`src/rtl/rle_pkg.sv`:
```
package rle_pkg;

  localparam int COUNT_BITS_DEF = 20;
  localparam int TOTAL_W        = 20;
  localparam int CFG_DATA_W     = 20;
  localparam int CFG_INDEX_W    = 1;
  localparam int BYTE_W         = 8;
  localparam int VALUE_W        = 16;
  localparam int LENGTH_W       = 8;
  localparam int STATUS_W       = 2;

  localparam logic [BYTE_W-1:0] CMD_RAW     = 8'd0;
  localparam logic [BYTE_W-1:0] CMD_RUN_MIN = 8'd2;
  localparam logic [BYTE_W-1:0] CMD_RUN_MAX = 8'd250;

  localparam logic [CFG_INDEX_W-1:0] CFG_WIDE  = 1'd0;
  localparam logic [CFG_INDEX_W-1:0] CFG_TOTAL = 1'd1;

  localparam logic [STATUS_W-1:0] ST_OK      = 2'd0;
  localparam logic [STATUS_W-1:0] ST_ILLEGAL = 2'd1;
  localparam logic [STATUS_W-1:0] ST_CLIPPED = 2'd2;

  typedef enum logic [1:0] {
    PH_HEADER = 2'd0,
    PH_CMD    = 2'd1,
    PH_LO     = 2'd2,
    PH_HI     = 2'd3
  } phase_t;

  typedef struct packed {
    logic [VALUE_W-1:0]  value;
    logic [LENGTH_W-1:0] length;
    logic                done;
    logic [STATUS_W-1:0] status;
  } run_t;

endpackage

```
`src/rtl/rle_run_decoder_top.sv`:
```
// A result is registered on out_*, or in the skid register while the output is stalled.
// Throughput: one input beat per cycle while in_ready is high; state updates in one pass.
// A two-entry output (result register plus skid register) keeps input flowing
// while a result waits; in_ready drops only while the skid register is full.
// Reset (rst_n low, synchronous): await a header, counts and config cleared, no result pending.
module rle_run_decoder_top #(
  parameter int COUNT_BITS = rle_pkg::COUNT_BITS_DEF
) (
  input  logic                             clk,
  input  logic                             rst_n,
  input  logic                             in_valid,
  output logic                             in_ready,
  input  logic [rle_pkg::BYTE_W-1:0]       in_byte,
  output logic                             out_valid,
  input  logic                             out_ready,
  output logic [rle_pkg::VALUE_W-1:0]      out_run_value,
  output logic [rle_pkg::LENGTH_W-1:0]     out_run_length,
  output logic                             out_block_done,
  output logic [rle_pkg::STATUS_W-1:0]     out_status,
  input  logic                             cfg_we,
  input  logic [rle_pkg::CFG_INDEX_W-1:0]  cfg_index,
  input  logic [rle_pkg::CFG_DATA_W-1:0]   cfg_data
);
  import rle_pkg::*;

  // Configuration
  logic               wide_r;
  logic [TOTAL_W-1:0] total_r;

  // Decoder state
  phase_t                phase_r, phase_nxt;
  logic                  compressed_r, compressed_nxt;
  logic [COUNT_BITS-1:0] count_r, count_nxt;
  logic [BYTE_W-1:0]     pending_r, pending_nxt;
  logic [BYTE_W-1:0]     hold_r, hold_nxt;

  // Output side
  logic out_valid_r, skid_valid_r;
  run_t out_res_r, skid_res_r;

  logic                  in_fire;
  logic                  res_vld;
  run_t                  res;
  logic [COUNT_BITS-1:0] total_m;
  logic [COUNT_BITS-1:0] remaining;
  logic [COUNT_BITS-1:0] want_ext;
  logic [COUNT_BITS-1:0] fin_count;
  logic [BYTE_W-1:0]     want;
  logic                  clip;
  logic                  fin_done;
  logic                  cmd_legal;
  logic                  finish;

  // Total is taken modulo 2^COUNT_BITS.
  generate
    if (COUNT_BITS > TOTAL_W) begin : g_total_ext
      assign total_m = {{(COUNT_BITS-TOTAL_W){1'b0}}, total_r};
    end else if (COUNT_BITS == TOTAL_W) begin : g_total_eq
      assign total_m = total_r;
    end else begin : g_total_cut
      assign total_m = total_r[COUNT_BITS-1:0];
    end
  endgenerate

  assign in_ready = !skid_valid_r;
  assign in_fire  = in_valid && in_ready;

  // Run closing math: requested length, clip to what is left, advance count.
  always_comb begin
    want      = (compressed_r && (pending_r != CMD_RAW)) ? pending_r : BYTE_W'(1);
    want_ext  = COUNT_BITS'(want);
    remaining = (total_m > count_r) ? (total_m - count_r) : '0;
    clip      = (want_ext > remaining);
    fin_count = clip ? (count_r + remaining) : (count_r + want_ext);
    fin_done  = (fin_count >= total_m);
    cmd_legal = (in_byte inside {CMD_RAW, [CMD_RUN_MIN:CMD_RUN_MAX]});
    finish    = ((phase_r == PH_LO) && !wide_r) || (phase_r == PH_HI);
  end

  // Next phase
  always_comb begin
    phase_nxt = phase_r;
    case (phase_r)
      PH_HEADER: begin
        if (total_m != '0) begin
          phase_nxt = (in_byte != '0) ? PH_CMD : PH_LO;
        end
      end
      PH_CMD: begin
        if (cmd_legal) begin
          phase_nxt = PH_LO;
        end
      end
      PH_LO: begin
        if (wide_r) begin
          phase_nxt = PH_HI;
        end else begin
          phase_nxt = fin_done ? PH_HEADER : (compressed_r ? PH_CMD : PH_LO);
        end
      end
      PH_HI: begin
        phase_nxt = fin_done ? PH_HEADER : (compressed_r ? PH_CMD : PH_LO);
      end
      default: phase_nxt = PH_HEADER;
    endcase
  end

  // Datapath updates and the result of this beat
  always_comb begin
    compressed_nxt = compressed_r;
    count_nxt      = count_r;
    pending_nxt    = pending_r;
    hold_nxt       = hold_r;
    res_vld        = 1'b0;
    res            = '0;
    case (phase_r)
      PH_HEADER: begin
        compressed_nxt = (in_byte != '0);
        count_nxt      = '0;
        pending_nxt    = CMD_RAW;
        if (total_m == '0) begin
          // empty block: report done with nothing to emit
          res_vld    = 1'b1;
          res.done   = 1'b1;
          res.status = ST_OK;
        end
      end
      PH_CMD: begin
        if (cmd_legal) begin
          pending_nxt = in_byte;
        end else begin
          res_vld    = 1'b1;
          res.status = ST_ILLEGAL;
        end
      end
      PH_LO: begin
        if (wide_r) begin
          hold_nxt = in_byte;
        end
      end
      PH_HI: begin
        hold_nxt = hold_r;
      end
      default: begin
        res_vld = 1'b0;
      end
    endcase
    if (finish) begin
      count_nxt  = fin_count;
      res_vld    = 1'b1;
      res.value  = (phase_r == PH_HI) ? {in_byte, hold_r} : {{(VALUE_W-BYTE_W){1'b0}}, in_byte};
      res.length = clip ? remaining[LENGTH_W-1:0] : want;
      res.done   = fin_done;
      res.status = clip ? ST_CLIPPED : ST_OK;
    end
  end

  always_ff @(posedge clk) begin
    if (!rst_n) begin
      wide_r       <= 1'b0;
      total_r      <= '0;
      phase_r      <= PH_HEADER;
      compressed_r <= 1'b0;
      count_r      <= '0;
      pending_r    <= '0;
      hold_r       <= '0;
    end else begin
      if (cfg_we) begin
        case (cfg_index)
          CFG_WIDE:  wide_r  <= cfg_data[0];
          CFG_TOTAL: total_r <= cfg_data[TOTAL_W-1:0];
          default:   wide_r  <= wide_r;
        endcase
      end
      // advance the decoder only on an accepted beat
      if (in_fire) begin
        phase_r      <= phase_nxt;
        compressed_r <= compressed_nxt;
        count_r      <= count_nxt;
        pending_r    <= pending_nxt;
        hold_r       <= hold_nxt;
      end
    end
  end

  // Output register with skid: a new result lands in the skid register when
  // the output register holds a beat that is not taken this cycle.
  always_ff @(posedge clk) begin
    if (!rst_n) begin
      out_valid_r  <= 1'b0;
      skid_valid_r <= 1'b0;
    end else if (!out_valid_r || out_ready) begin
      if (skid_valid_r) begin
        out_valid_r  <= 1'b1;
        skid_valid_r <= 1'b0;
      end else begin
        out_valid_r <= in_fire && res_vld;
      end
    end else if (in_fire && res_vld) begin
      skid_valid_r <= 1'b1;
    end
  end

  always_ff @(posedge clk) begin
    if (!out_valid_r || out_ready) begin
      out_res_r <= skid_valid_r ? skid_res_r : res;
    end else if (in_fire && res_vld) begin
      skid_res_r <= res;
    end
  end

  assign out_valid      = out_valid_r;
  assign out_run_value  = out_res_r.value;
  assign out_run_length = out_res_r.length;
  assign out_block_done = out_res_r.done;
  assign out_status     = out_res_r.status;

  a_skid_implies_out: assert property (@(posedge clk) disable iff (!rst_n)
    skid_valid_r |-> out_valid_r)
    else $error("skid register holds a beat while output register is empty");

  a_clip_ends_block: assert property (@(posedge clk) disable iff (!rst_n)
    (out_valid_r && (out_res_r.status == ST_CLIPPED)) |-> out_res_r.done)
    else $error("clipped run does not end the block");

  a_illegal_empty: assert property (@(posedge clk) disable iff (!rst_n)
    (out_valid_r && (out_res_r.status == ST_ILLEGAL)) |->
      ((out_res_r.length == '0) && !out_res_r.done))
    else $error("illegal command result carries a run");

  a_len_range: assert property (@(posedge clk) disable iff (!rst_n)
    out_valid_r |-> (out_res_r.length <= CMD_RUN_MAX))
    else $error("run length out of range");

  a_empty_block: assert property (@(posedge clk) disable iff (!rst_n)
    (in_fire && (phase_r == PH_HEADER) && (total_m == '0)) |=>
      (out_valid_r && phase_r == PH_HEADER))
    else $error("empty block header gave no result");

endmodule
```
`config.mk`:
```
export PLATFORM = sky130hd
export DESIGN_NAME = rle_run_decoder_top
export DESIGN_NICKNAME = d
export VERILOG_FILES = /design/src/rtl/rle_pkg.sv /design/src/rtl/rle_run_decoder_top.sv
export SDC_FILE = /design/constraint.sdc
export NUM_CORES = 1
export LEC_CHECK = 0
export ABC_AREA = 0
export BUFFER_PORTS_ARGS = -buffer_cell sky130_fd_sc_hd__clkbuf_2
export CAP_MARGIN = 20
export CORE_MARGIN = 5
export CORE_UTILIZATION = 40
export CTS_CLUSTER_SIZE = 40
export DETAILED_ROUTE_END_ITERATION = 8
export PLACE_DENSITY = 0.55
export SYNTH_ARGS = -nofsm -noshare
export SYNTH_HDL_FRONTEND = slang
export SYNTH_SLANG_ARGS = --single-unit
```
`constraint.sdc`:
```
create_clock -name clk -period 18.8 [get_ports clk]
set_input_delay 0.94 -clock clk [delete_from_list [all_inputs] [get_ports clk]]
set_output_delay 0.94 -clock clk [all_outputs]
set_load 0.05 [all_outputs]
```
-- Word level (Yosys, flattened, before mapping)
Cells that the tools add are included.
- register bits after elaboration: 116
- output and inout port bits: 29
- word-level logic and storage cells: 89
- $add $sub $neg: 3
- $lt $le $gt $ge: 5
- eq/ne operators: 5
- mux-type cells: 28
- bitwise gates (word level): 3
- reduce and logical (&&, ||, !) cells: 28
- operator list (kind ; count):
    two-way mux 20 bit ; 4
    two-way mux 27 bit ; 2
    two-way mux 8 bit ; 3
    adder 20 bit ; 1
    adder 20 x 8 -> 20 bit ; 1
    greater-or-equal comparator 20 bit ; 1
    greater-than comparator 20 bit ; 1
    greater-than comparator 8 x 20 -> 1 bit ; 1
    logical NOT 20 bit ; 1
    nonzero test 20 bit ; 1
    subtractor 20 bit ; 1
    two-way mux 16 bit ; 1
    case mux 8 bit (2 select lines) ; 1
    nonzero test 8 bit ; 2
    two-way mux 2 bit ; 7
    AND reduction 2 bit ; 5
    AND reduction 3 bit ; 3
    greater-or-equal comparator 8 x 2 -> 1 bit (second input constant) ; 1
    <= comparator 8 bit (second input constant) ; 1
    logical NOT 8 bit ; 1
    case mux 2 bit (4 select lines) ; 1
    two-way mux 1 bit ; 6
    nonzero test 2 bit ; 3
    logical AND 1 bit ; 5
    other kinds (11) ; 18

-- Longest topological paths before layout
Gate-level depths: netlist of run 1.
- depth after elaboration: 9
- gate-level depth with buffers: 41
- gate-level depth less buffers: 40

-- Worst setup path before layout of run 1
Ideal clock, no wire load.
- path type: register to register
- from: register count_r[9]
- to: register skid_res_r[2] in the netlist's numbering, data pin
- library setup time: 0.262 ns
- arrival: 7.044 ns
- path slack: 11.493 ns
- cell stages (with the launch flop): 35
- path buffers: 1
- cells stage by stage: dfxtp_1 > inv_1 > ha_1 > buf_2 > a21oi_1 > o21ai_0 > a31oi_1 > a31oi_1 > o21ai_0 > a21oi_1 > nand2_1 > ha_1 > nor2b_1 > o211ai_1 > a21oi_1 > o21ai_0 > a2111oi_2 > and3_1 > nand4_2 > or4_1 > and2_1 > fa_1 > nor2b_1 > o21ai_0 > a21boi_0 > o211ai_1 > a31oi_1 > o41a_1 > a21o_1 > xor2_1 > ha_1 > a21o_1 > a211oi_1 > o22ai_1 > or2_2
- RTL lines (what ; RTL line ; RTL):
    from (decl) ; rle_run_decoder_top.sv:33 ; logic [COUNT_BITS-1:0] count_r, count_nxt;
    from (signal assigned) ; rle_run_decoder_top.sv:179 ; count_r <= count_nxt;
    to (signal assigned) ; rle_run_decoder_top.sv:208 ; skid_res_r <= res;
    to (decl) ; rle_run_decoder_top.sv:39 ; run_t out_res_r, skid_res_r;

==> results of run 1 <==
## logic make-up after synthesis
family / Yosys count / share of synthesized area, %
xor gates and xnor gates: 23 / 2.606
other: 1 / 0.04851
DFF: 116 / 37.03
and+or+nand+nor: 299 / 19.33
buffers and inverters: 103 / 5.244
adders and majority gates: 69 / 11.36
muxes: 29 / 4.030
AOI/OAI and AO/OA: 237 / 20.35
## Yosys cell counts (3+ instances only)
library cell  count  share of area, %
a21oi_1          80               5.2
edfxtp_1         54                21
nor2_1           71               3.4
o311ai_0          9               1.0
mux2_2           17               2.5
or4_1             7              0.68
mux2i_1          12               1.6
nor2b_1          16               1.3
o21a_1            6              0.58
o211ai_1         19               1.8
nor3b_1          15               1.5
nand4_1          10              0.81
xnor2_1          17               1.9
nor4_1            8              0.65
xor2_1            6              0.68
o31ai_1           4              0.39
clkbuf_1         31               1.5
and2_1           10              0.81
and3_1           14               1.1
a221oi_1          3              0.34
nand2b_1         12              0.97
dfxtp_1          62                16
a21boi_0          3              0.29
buf_2             6              0.39
a22oi_1          26               2.5
a211oi_1          7              0.68
a31oi_1           5              0.40
or4b_1            3              0.39
o22ai_1           3              0.24
inv_1            61               3.0
a31o_2            3              0.34
ha_1             67                11
nor3_1            7              0.45
a21o_1           18               1.7
or3_1             4              0.32
nand2_1          97               4.7
or2_2             4              0.32
o21ai_0          28               1.8
nand3_1          13              0.84
## where the power goes
part | switching [mW] | total (mW) | internal [mW]
clock network | 0.140 | 0.341 | 0.201
logic | 0.118 | 0.176 | 0.0580
registers | 0.00682 | 0.280 | 0.273
total | 0.265 | 0.797 | 0.532
## flip-flops by register name, summed over array words and instances, names as in the netlist
| name | cells |
|---|---|
| phase_r | 2 |
| wide_r | 1 |
| pending_r | 8 |
| skid_valid_r | 1 |
| skid_res_r | 27 |
| total_m | 20 |
| out_valid | 1 |
| out_run_length | 8 |
| out_block_done | 1 |
| hold_r | 8 |
| out_run_value | 16 |
| compressed_r | 1 |
| count_r | 20 |
| out_status | 2 |
## worst register-to-register path: cells and delay by family (launching register included)
family,cells,cell delay [ns]
AO/OA/AOI/OAI,19,4.50
AND/OR/NAND/NOR,8,2.36
adder cells (fa/ha/maj),4,1.48
flip-flops,1,0.36
XOR/XNOR,1,0.21
buffers and inverters,1,0.05
## worst min path at each step
stage	to	depth (start not counted)
floorplan	hold_r[7]$_SDFFE_PN0P_	2
global placement	hold_r[1]$_SDFFE_PN0P_	2
detailed placement	hold_r[2]$_SDFFE_PN0P_	2
CTS	hold_r[2]$_SDFFE_PN0P_	2
global route	total_m[11]$_SDFFE_PN0P_	2
finish	hold_r[1]$_SDFFE_PN0P_	2
## layout by cell type (no fill, tap or decap), drive strengths merged, types with 18 or more instances in the layout
cell type  count
nor2          71
a21o          18
dfxtp         62
o211ai        19
nand2         97
a21oi         82
inv           71
clkbuf        79
edfxtp        54
ha            67
o21ai         28
a22oi         26
## cell type report
type	count	area, um^2
clock inverters	15	183.9
inverters	63	236.5
well taps	260	325.3
flip-flops and latches	116	2863
fillers	1885	9987
repair buffers	70	370.4
clock buffers	17	425.4
multi-input cells	668	4502
## stage by stage
step	hold slack, ns	util (%)	cell area [um^2]
2_1_floorplan	0.4596	-	7767
3_3_place_gp	0.4755	43.91	8297
3_5_place_dp	0.4800	43.91	8297
4_1_cts	0.5000	47.14	8906
5_1_grt	0.5087	47.14	8906
6_report	0.4978	47.14	8906
## layer usage
layer | global-route usage [%] | routed length (um) | vias up
met5 | 0 | 0 | -
met2 | 31.57 | 9868 | 177
met3 | 3.403 | 937 | 36
met1 | 26.11 | 10130 | 3127
li1 | - | - | 3311
met4 | 6.270 | 414 | 0
==> out/metrics.json, run 1 <==
{
  "crit_path_max_fanout": {"value": 24},
  "crit_end": {"value": "skid_res_r[2]$_DFFE_PP_"},
  "die_x": {"value": 149.0, "unit": "um"},
  "tns": {"value": 0, "unit": "ns"},
  "postCtsResizedCells": {"value": 0},
  "placedCellCount": {"value": 1177},
  "antenna-diode-count": {"value": 0},
  "routed_wire_length_per_instance": {"value": 17.66, "unit": "um"},
  "critPathKind": {"value": "reg2reg"},
  "r2r_startpoint": {"value": "count_r[9]$_SDFFE_PN0P_"},
  "ys_async_sr_fraction": {"value": 0, "unit": "%"},
  "detailed_routing_iterations_pass_1": {"value": 5},
  "cp_data_required_time": {"value": 18.97, "unit": "ns"},
  "max_freq": {"value": 0.1088, "unit": "GHz"},
  "slew_headroom": {"value": 40.04, "unit": "%"},
  "post_synth_design_cell_area": {"value": 0.007730, "unit": "mm^2"},
  "cp_num_cells": {"value": 33},
  "grt_remaining_overflow": {"value": 0},
  "drc": {"value": 0},
  "core": {"value": 0.01889, "unit": "mm^2"},
  "quantity_of_i_o_buffers_inserted_on_ports": {"value": 62},
  "place_ws": {"value": 9.727, "unit": "ns"},
  "grt_start_max_net_pins": {"value": 38},
  "ioPinCount": {"value": 63},
  "via_count": {"value": 6651},
  "timing.reg2reg.setup_slack": {"value": 9.61, "unit": "ns"},
  "nets": {"value": 1039},
  "layout_setup_ws": {"value": 9.609, "unit": "ns"},
  "max_slew.worst_pin.slew": {"value": 0.8981, "unit": "ns"},
  "cp.arrival": {"value": 9.36, "unit": "ns"},
  "crit_family": {"value": "compound AO/OA/AOI/OAI gates"},
  "cts_tree": {"value": "yes"},
  "min-delay-path-class": {"value": "reg2reg"},
  "finClkSkew": {"value": 0.008190, "unit": "ns"},
  "routabilityCongestion": {"value": 0.9184},
  "wirelength": {"value": 21360, "unit": "um"},
  "min_from": {"value": "hold_r[1]$_SDFFE_PN0P_"},
  "setup_viol": {"value": 0},
  "cts_inserted_buffers": {"value": 17},
  "cts.htree.levels": {"value": 4},
  "die_area": {"value": 0.02221, "unit": "mm^2"},
  "area_growth": {"value": 15.22, "unit": "%"},
  "netlist-cell-type-count": {"value": 71},
  "power_leakage": {"value": 3.725, "unit": "nW"},
  "detail-route-antenna-nets": {"value": 0},
  "cp_common_cell": {"value": "o21ai_0"},
  "fp-row-count": {"value": 50},
  "cts.reportedPaths.clkPinSlew": {"value": 0.06, "unit": "ns"},
  "maxCapViolCount": {"value": 0},
  "clock-root-buffer": {"value": "clkbuf_16"},
  "critical_path.endpoint_type": {"value": "flip-flop"},
  "place.detailed.hpwl": {"value": 15820, "unit": "um"},
  "cts_buffer_depth": {"value": 2},
  "post_drt_via_cell_ratio": {"value": 5.501},
  "category_of_the_worst_setup_path_launch_point": {"value": "flip-flop"},
  "chipHeight": {"value": 149.0, "unit": "um"},
  "cts.repair_timing.setup_buffer_count": {"value": 0},
  "layout_worst_path_cycle_share": {"value": 48.89, "unit": "%"},
  "cpPeakStageDelay": {"value": 0.71, "unit": "ns"},
  "synth_cells": {"value": 877},
  "r2r_cells": {"value": 33},
  "drtIter0Drc": {"value": 402},
  "worst_skew_pair.late_latency": {"value": 0.43, "unit": "ns"},
  "stdcell_count": {"value": 1209},
  "count_of_flip_flops_with_a_built_in_enable_after_synthesis": {"value": 54},
  "synth_flop_type": {"value": "dfxtp_1"},
  "worst_setup_path_startpoint": {"value": "count_r[9]$_SDFFE_PN0P_"},
  "sequential_fraction_of_the_synthesis_area": {"value": 37.03, "unit": "%"},
  "critical_path.n_buffers_inverters": {"value": 1},
  "avgSynthCellArea": {"value": 8.814, "unit": "um^2"},
  "finalHoldViolations": {"value": 0},
  "holdBufCountCts": {"value": 0},
  "report.power.total": {"value": 0.7972, "unit": "mW"},
  "first_global_vias": {"value": 6294},
  "run_status": {"value": "completed"},
  "grt_antenna_before_repair": {"value": 0},
  "finalWorstPathRequiredPeriod": {"value": 9.191, "unit": "ns"},
  "power-per-cell-area": {"value": 89.51, "unit": "mW/mm^2"},
  "synth.yosys.warnings": {"value": 0},
  "critPathSlowestCell": {"value": "or4_1"},
  "reg2reg_to": {"value": "skid_res_r[2]$_DFFE_PP_"},
  "ys_seq_elements": {"value": 116},
  "final_layout_size_suffix_gt1_share": {"value": 14.33, "unit": "%"},
  "start_util": {"value": 40.91, "unit": "%"},
  "global_route_wire_length_before_repair": {"value": 34080, "unit": "um"},
  "global_route.usage.total": {"value": 19.36, "unit": "%"},
  "ir_drop": {"value": 0.00007172, "unit": "V"},
  "cts_sinks": {"value": 116},
  "rsz0062_at_grt": {"value": "false"},
  "max_slew_violation_count": {"value": 0}
}
(Power assumes the default switching activity.)
==> run 2, diff against run 1 <==
ABC_AREA = 1   (was 0)
PLACE_DENSITY = 0.57   (was 0.55)
clock period = 7.4 ns   (was 18.8 ns; I/O delays follow)
==> out/metrics.json, run 2 <==
{
  "run_status": {"value": "completed"},
  "ir_drop": {"value": 0.0001904, "unit": "V"},
  "avgSynthCellArea": {"value": 7.190, "unit": "um^2"},
  "final_common_cell": {"value": "nand2_1"},
  "netSwitchingFraction": {"value": 31.79, "unit": "%"},
  "critPathSlowestCell": {"value": "fa_1"},
  "netlist-cell-type-count": {"value": 40},
  "ioPinCount": {"value": 63},
  "comb_power_share": {"value": 23.5, "unit": "%"},
  "count_of_flip_flops_with_a_built_in_enable_after_synthesis": {"value": 54},
  "timing.hold.ws": {"value": 0.2377, "unit": "ns"},
  "detail-route-antenna-nets": {"value": 0},
  "cts.htree.levels": {"value": 4},
  "sequential_fraction_of_the_synthesis_area": {"value": 35.87, "unit": "%"},
  "detailed_routing_iterations_pass_1": {"value": 5},
  "antenna-diode-count": {"value": 0},
  "power-per-cell-area": {"value": 229.2, "unit": "mW/mm^2"},
  "fp-row-count": {"value": 51},
  "post_synth_design_cell_area": {"value": 0.007981, "unit": "mm^2"},
  "nets": {"value": 1287},
  "cp_data_required_time": {"value": 7.55, "unit": "ns"},
  "cpPeakStageDelay": {"value": 0.41, "unit": "ns"},
  "grt_remaining_overflow": {"value": 0},
  "setup_viol": {"value": 0},
  "seq_power_share": {"value": 33.1, "unit": "%"},
  "synth_flop_type": {"value": "dfxtp_1"},
  "area_growth": {"value": 16.29, "unit": "%"},
  "use_met1": {"value": 29.44, "unit": "%"},
  "yosysMostFrequentCell": {"value": "nand2_1"},
  "first_global_vias": {"value": 6916},
  "internal-power": {"value": 1.451, "unit": "mW"},
  "cts_buffer_depth": {"value": 2},
  "max_freq": {"value": 0.1507, "unit": "GHz"},
  "groute.layer.met3.usage": {"value": 3.142, "unit": "%"},
  "top_area_cells_in_the_synthesized_netlist": {"value": "edfxtp_1 (20%), dfxtp_1 (16%), nand2_1 (15%)"},
  "synth_commonest_cells": {"value": "nand2_1 (314), inv_1 (161), a21oi_1 (118)"},
  "busiest_layer": {"value": "met2"},
  "post_drt_via_cell_ratio": {"value": 5.001},
  "cts_tree": {"value": "yes"},
  "clockPowerShare": {"value": 43.4, "unit": "%"},
  "cts.repair_timing.setup_buffer_count": {"value": 0},
  "stdcell_count": {"value": 1462},
  "via_count": {"value": 7311},
  "finalHoldViolations": {"value": 0},
  "slew_headroom": {"value": 38.96, "unit": "%"},
  "power_leakage": {"value": 4.626, "unit": "nW"},
  "synth_cells": {"value": 1110},
  "ys_seq_elements": {"value": 116},
  "grt_antenna_before_repair": {"value": 0},
  "tns": {"value": 0, "unit": "ns"},
  "crit_path_max_fanout": {"value": 10},
  "quantity_of_i_o_buffers_inserted_on_ports": {"value": 62},
  "finClkSkew": {"value": 0.008992, "unit": "ns"},
  "core": {"value": 0.01953, "unit": "mm^2"},
  "layout_worst_path_cycle_share": {"value": 89.68, "unit": "%"},
  "start_util": {"value": 40.88, "unit": "%"},
  "synth.yosys.warnings": {"value": 0},
  "placedCellCount": {"value": 1430},
  "cp.arrival": {"value": 6.79, "unit": "ns"},
  "drtIter0Drc": {"value": 492},
  "place.detailed.hpwl": {"value": 17770, "unit": "um"},
  "clock-root-buffer": {"value": "clkbuf_16"},
  "max_slew_violation_count": {"value": 0},
  "postCtsResizedCells": {"value": 0},
  "synth_top_area_share": {"value": 20.32, "unit": "%"},
  "maxCapViolCount": {"value": 0},
  "critical_path.endpoint_type": {"value": "flip-flop"},
  "synth_top_cell_by_area": {"value": "edfxtp_1"},
  "category_of_the_worst_setup_path_launch_point": {"value": "flip-flop"},
  "min-delay-path-class": {"value": "in2reg"},
  "net-switching-power": {"value": 0.6764, "unit": "mW"},
  "cp_common_cell": {"value": "nand2_1"},
  "finalWorstPathRequiredPeriod": {"value": 6.636, "unit": "ns"},
  "holdBufCountCts": {"value": 0},
  "cts.reportedPaths.clkPinSlew": {"value": 0.06, "unit": "ns"},
  "wirelength": {"value": 22600, "unit": "um"},
  "largest-register": {"value": "skid_res_r"},
  "drc": {"value": 0},
  "routabilityCongestion": {"value": 0.8957},
  "cts_sinks": {"value": 116},
  "ys_async_sr_fraction": {"value": 0, "unit": "%"},
  "global_route.usage.total": {"value": 20.30, "unit": "%"},
  "global_route_wire_length_before_repair": {"value": 36160, "unit": "um"},
  "final_layout_size_suffix_gt1_share": {"value": 12.20, "unit": "%"},
  "met2_usage": {"value": 31.32, "unit": "%"},
  "largest_reg_flops": {"value": 27},
  "cts_inserted_buffers": {"value": 17},
  "routed_wire_length_per_instance": {"value": 15.46, "unit": "um"},
  "chipHeight": {"value": 151.3, "unit": "um"},
  "mostFrequentLayoutCells": {"value": "nand2_1 (314), inv_1 (161), a21oi_1 (118), nor2_1 (68), ha_1 (67)"},
  "worst_skew_pair.late_latency": {"value": 0.41, "unit": "ns"},
  "grt_start_max_net_pins": {"value": 41},
  "die_x": {"value": 151.3, "unit": "um"},
  "rsz0062_at_grt": {"value": "false"},
  "max_slew.worst_pin.slew": {"value": 0.9123, "unit": "ns"},
  "critPathKind": {"value": "reg2reg"},
  "die_area": {"value": 0.02288, "unit": "mm^2"}
}
run 2: cell types whose count changed after synthesis, moves of 16 or more:
cell	before	now
nand4_1	10	27
inv_1	61	161
a22oi_1	26	0
nand2_2	0	17
nand2_1	97	314
o211ai_1	19	3
nor2b_1	16	0
nand3_1	13	41
mux2_2	17	0
a21oi_1	80	118
o21ai_0	28	54
run 2: cell families after synthesis:
logic type / count (synthesis) / share of synthesized area (%)
buffers and inverters: 193 / 9.108
other: 1 / 0.04698
XOR/XNOR: 23 / 2.524
AND/OR/NAND/NOR: 511 / 28.39
AO/OA/AOI/OAI: 197 / 13.06
flip-flops: 116 / 35.87
adder cells (fa/ha/maj): 69 / 11.00
run 2: critical path: cells and delay by family (launching register included):
kind	cells	cell delay [ns]
AOI/OAI and AO/OA	6	0.70
xor gates and xnor gates	1	0.27
adders and majority gates	6	1.72
buffers and inverters	7	0.67
DFF	1	0.33
and+or+nand+nor	26	2.69
run 2: final cells by class:
| class | instances | area (um^2) |
|---|---|---|
| clock buffer | 18 | 429.2 |
| clock inverter | 14 | 222.7 |
| multi-input combinational | 811 | 4432 |
| sequential | 116 | 2863 |
| tap | 265 | 331.6 |
| fill | 2004 | 10240 |
| inverter | 168 | 633.1 |
| timing repair buffer | 70 | 370.4 |
run 2: power by group through the flow:
stage	clock [mW]	sequential, mW	combinational (mW)
finish	0.924	0.704	0.500
global route	0.969	0.706	0.565
CTS	0.933	0.704	0.499
detailed placement	0	0.717	0.497
global placement	0	0.717	0.499
floorplan	0	0.743	0.351
run 2: through the flow:
step                      power [mW]  cell area, um^2  util, %  setup slack, ns
after CTS                      2.136             9281    47.53           0.7796
after global placement         1.216             8630    44.19           0.8003
after detailed placement       1.214             8630    44.19           0.8174
after global routing           2.240             9281    47.53          0.06531
final                          2.128             9281    47.53           0.7636
after floorplan                1.094             8019        -            1.817
run 2: final timing paths:
check / start / end / slack, ns / cells after the start
worst max-delay path: total_m[0]$_SDFFE_PN0P_ / out_block_done$_DFFE_PP_ / 0.76 / 46
worst min register to register: count_r[14]$_SDFFE_PN0P_ / count_r[14]$_SDFFE_PN0P_ / 0.49 / 2
worst max register to register: total_m[0]$_SDFFE_PN0P_ / out_block_done$_DFFE_PP_ / 0.76 / 46
worst min-delay path: cfg_data[0] / wide_r$_SDFFE_PN0P_ / 0.24 / 3
run 2: metal layers:
metal | routed length [um] | part of all wire, %
met2 | 10080 | 45
met3 | 929 | 4.1
met1 | 11200 | 50
met4 | 388 | 1.7
met5 | 0 | 0
==> run 3, diff against run 2 <==
PLACE_DENSITY = 0.55   (was 0.57)
clock period = 6.3 ns   (was 7.4 ns; I/O delays follow)
==> out/metrics.json, run 3 (synthesis gave the netlist of run 2 again) <==
{
  "slew_headroom": {"value": 43.59, "unit": "%"},
  "max_slew.worst_pin.slew": {"value": 0.8452, "unit": "ns"},
  "ioPinCount": {"value": 63},
  "critical_path.endpoint_type": {"value": "flip-flop"},
  "cts_tree": {"value": "yes"},
  "chipHeight": {"value": 151.3, "unit": "um"},
  "grt_remaining_overflow": {"value": 0},
  "drtIter0Drc": {"value": 377},
  "largest-register": {"value": "skid_res_r"},
  "crit_path_max_fanout": {"value": 8},
  "min-delay-path-class": {"value": "in2reg"},
  "drc": {"value": 0},
  "cpPeakStageDelay": {"value": 0.35, "unit": "ns"},
  "nets": {"value": 1323},
  "crit_family": {"value": "simple AND/OR/NAND/NOR gates"},
  "largest_reg_flops": {"value": 27},
  "quantity_of_i_o_buffers_inserted_on_ports": {"value": 62},
  "holdBufCountCts": {"value": 0},
  "finalWorstPathRequiredPeriod": {"value": 5.869, "unit": "ns"},
  "power-per-cell-area": {"value": 252.9, "unit": "mW/mm^2"},
  "run_status": {"value": "completed"},
  "layout.cell_area.non_filler": {"value": 0.01007, "unit": "mm^2"},
  "antenna-diode-count": {"value": 0},
  "fp-row-count": {"value": 51},
  "max_freq": {"value": 0.1704, "unit": "GHz"},
  "fraction_of_the_core_area_covered_by_cells_at_the_end_of_the_flow": {"value": 51.56, "unit": "%"},
  "detailed_routing_iterations_pass_1": {"value": 5},
  "detail-route-antenna-nets": {"value": 0},
  "post_drt_via_cell_ratio": {"value": 4.963},
  "core": {"value": 0.01953, "unit": "mm^2"},
  "die_x": {"value": 151.3, "unit": "um"},
  "start_util": {"value": 40.88, "unit": "%"},
  "global_route.usage.total": {"value": 20.70, "unit": "%"},
  "area_growth": {"value": 26.15, "unit": "%"},
  "layout_worst_path_cycle_share": {"value": 93.17, "unit": "%"},
  "power_leakage": {"value": 4.826, "unit": "nW"},
  "final_common_cell": {"value": "nand2_1"},
  "grt_start_max_net_pins": {"value": 41},
  "worst_skew_pair.late_latency": {"value": 0.42, "unit": "ns"},
  "final_layout_size_suffix_gt1_share": {"value": 23.46, "unit": "%"},
  "critical_path.n_buffers_inverters": {"value": 8},
  "place.detailed.hpwl": {"value": 18310, "unit": "um"},
  "setup_viol": {"value": 0},
  "cp.arrival": {"value": 6.03, "unit": "ns"},
  "routabilityCongestion": {"value": 0.9111},
  "tns": {"value": 0, "unit": "ns"},
  "cts_inserted_buffers": {"value": 17},
  "cts.reportedPaths.clkPinSlew": {"value": 0.06, "unit": "ns"},
  "cts_sinks": {"value": 116},
  "max_slew_violation_count": {"value": 0},
  "timing.hold.ws": {"value": 0.1728, "unit": "ns"},
  "maxCapViolCount": {"value": 0},
  "cts_buffer_depth": {"value": 2},
  "grt_antenna_before_repair": {"value": 0},
  "cp_data_required_time": {"value": 6.46, "unit": "ns"},
  "via_count": {"value": 7430},
  "placed_cell_area": {"value": 0.008840, "unit": "mm^2"},
  "global_route_wire_length_before_repair": {"value": 36740, "unit": "um"},
  "layout_setup_ws": {"value": 0.4306, "unit": "ns"},
  "first_global_vias": {"value": 6980},
  "finalHoldViolations": {"value": 0},
  "place_ws": {"value": 0.04381, "unit": "ns"},
  "layout.area.seq": {"value": 0.002890, "unit": "mm^2"},
  "cts.htree.levels": {"value": 4},
  "fillers": {"value": 1978},
  "wirelength": {"value": 23780, "unit": "um"},
  "clock-root-buffer": {"value": "clkbuf_16"},
  "category_of_the_worst_setup_path_launch_point": {"value": "flip-flop"},
  "mostFrequentLayoutCells": {"value": "nand2_1 (296), inv_1 (148), a21oi_1 (109), clkbuf_2 (62), nor2_1 (61)"},
  "die_area": {"value": 0.02288, "unit": "mm^2"},
  "critPathKind": {"value": "reg2reg"},
  "routed_wire_length_per_instance": {"value": 15.89, "unit": "um"},
  "critPathSlowestCell": {"value": "dfxtp_2"},
  "multiInputGateArea": {"value": 0.004937, "unit": "mm^2"},
  "finClkSkew": {"value": 0.01010, "unit": "ns"},
  "ir_drop": {"value": 0.0002285, "unit": "V"}
}
[run 3: final timing paths]
kind	from	endpoint	slack [ns]	depth (start not counted)
max	count_r[12]$_SDFFE_PN0P_	out_block_done$_DFFE_PP_	0.43	40
min	cfg_data[0]	wide_r$_SDFFE_PN0P_	0.17	3
max reg2reg	count_r[12]$_SDFFE_PN0P_	out_block_done$_DFFE_PP_	0.43	40
min reg2reg	count_r[18]$_SDFFE_PN0P_	count_r[18]$_SDFFE_PN0P_	0.48	2
[run 3: power breakdown]
group          switching (mW)  internal (mW)
registers              0.0188          0.811
logic                   0.436          0.238
clock network           0.377          0.665
total                   0.831           1.71
[run 3: area by class of cell]
type	count	share of cell area [%]
clock buffer	17	4.225
clock inverter	14	2.013
inverter	168	6.288
multi-input combinational	811	49.04
sequential	116	28.71
tap	265	3.293
timing repair buffer	106	6.437
[run 3: what timing repair did]
item / in CTS / in global routing
buffers inserted: 0 / 9
resized for setup: 0 / 126
setup endpoints to repair: 0 / 4
[run 3: through the flow]
stage / std cells / power (mW)
finish: 1497 / 2.546
global route: 1497 / 2.676
CTS: 1489 / 2.494
detailed placement: 1458 / 1.450
global placement: 1458 / 1.451
floorplan: 1120 / 1.285
[run 3: worst register-to-register path: cells and delay by family (launching register included)]
family          cells  cell delay, ns
xor+xnor            1            0.21
buf+inv             8            0.59
fa+ha+maj           4            1.18
compound gates      5            0.70
flops               1            0.35
simple gates       22            2.60
[run 3: metal layers]
metal  share of wire (%)  routed length [um]  global-route usage [%]  up-vias
li1                    -                   -                       -     3847
met1                  49               11650                   30.19     3406
met2                  45               10730                   31.85      153
met3                 4.4                1054                   3.561       24
met4                 1.5                 351                   4.941        0
met5                   0                   0                       0        -
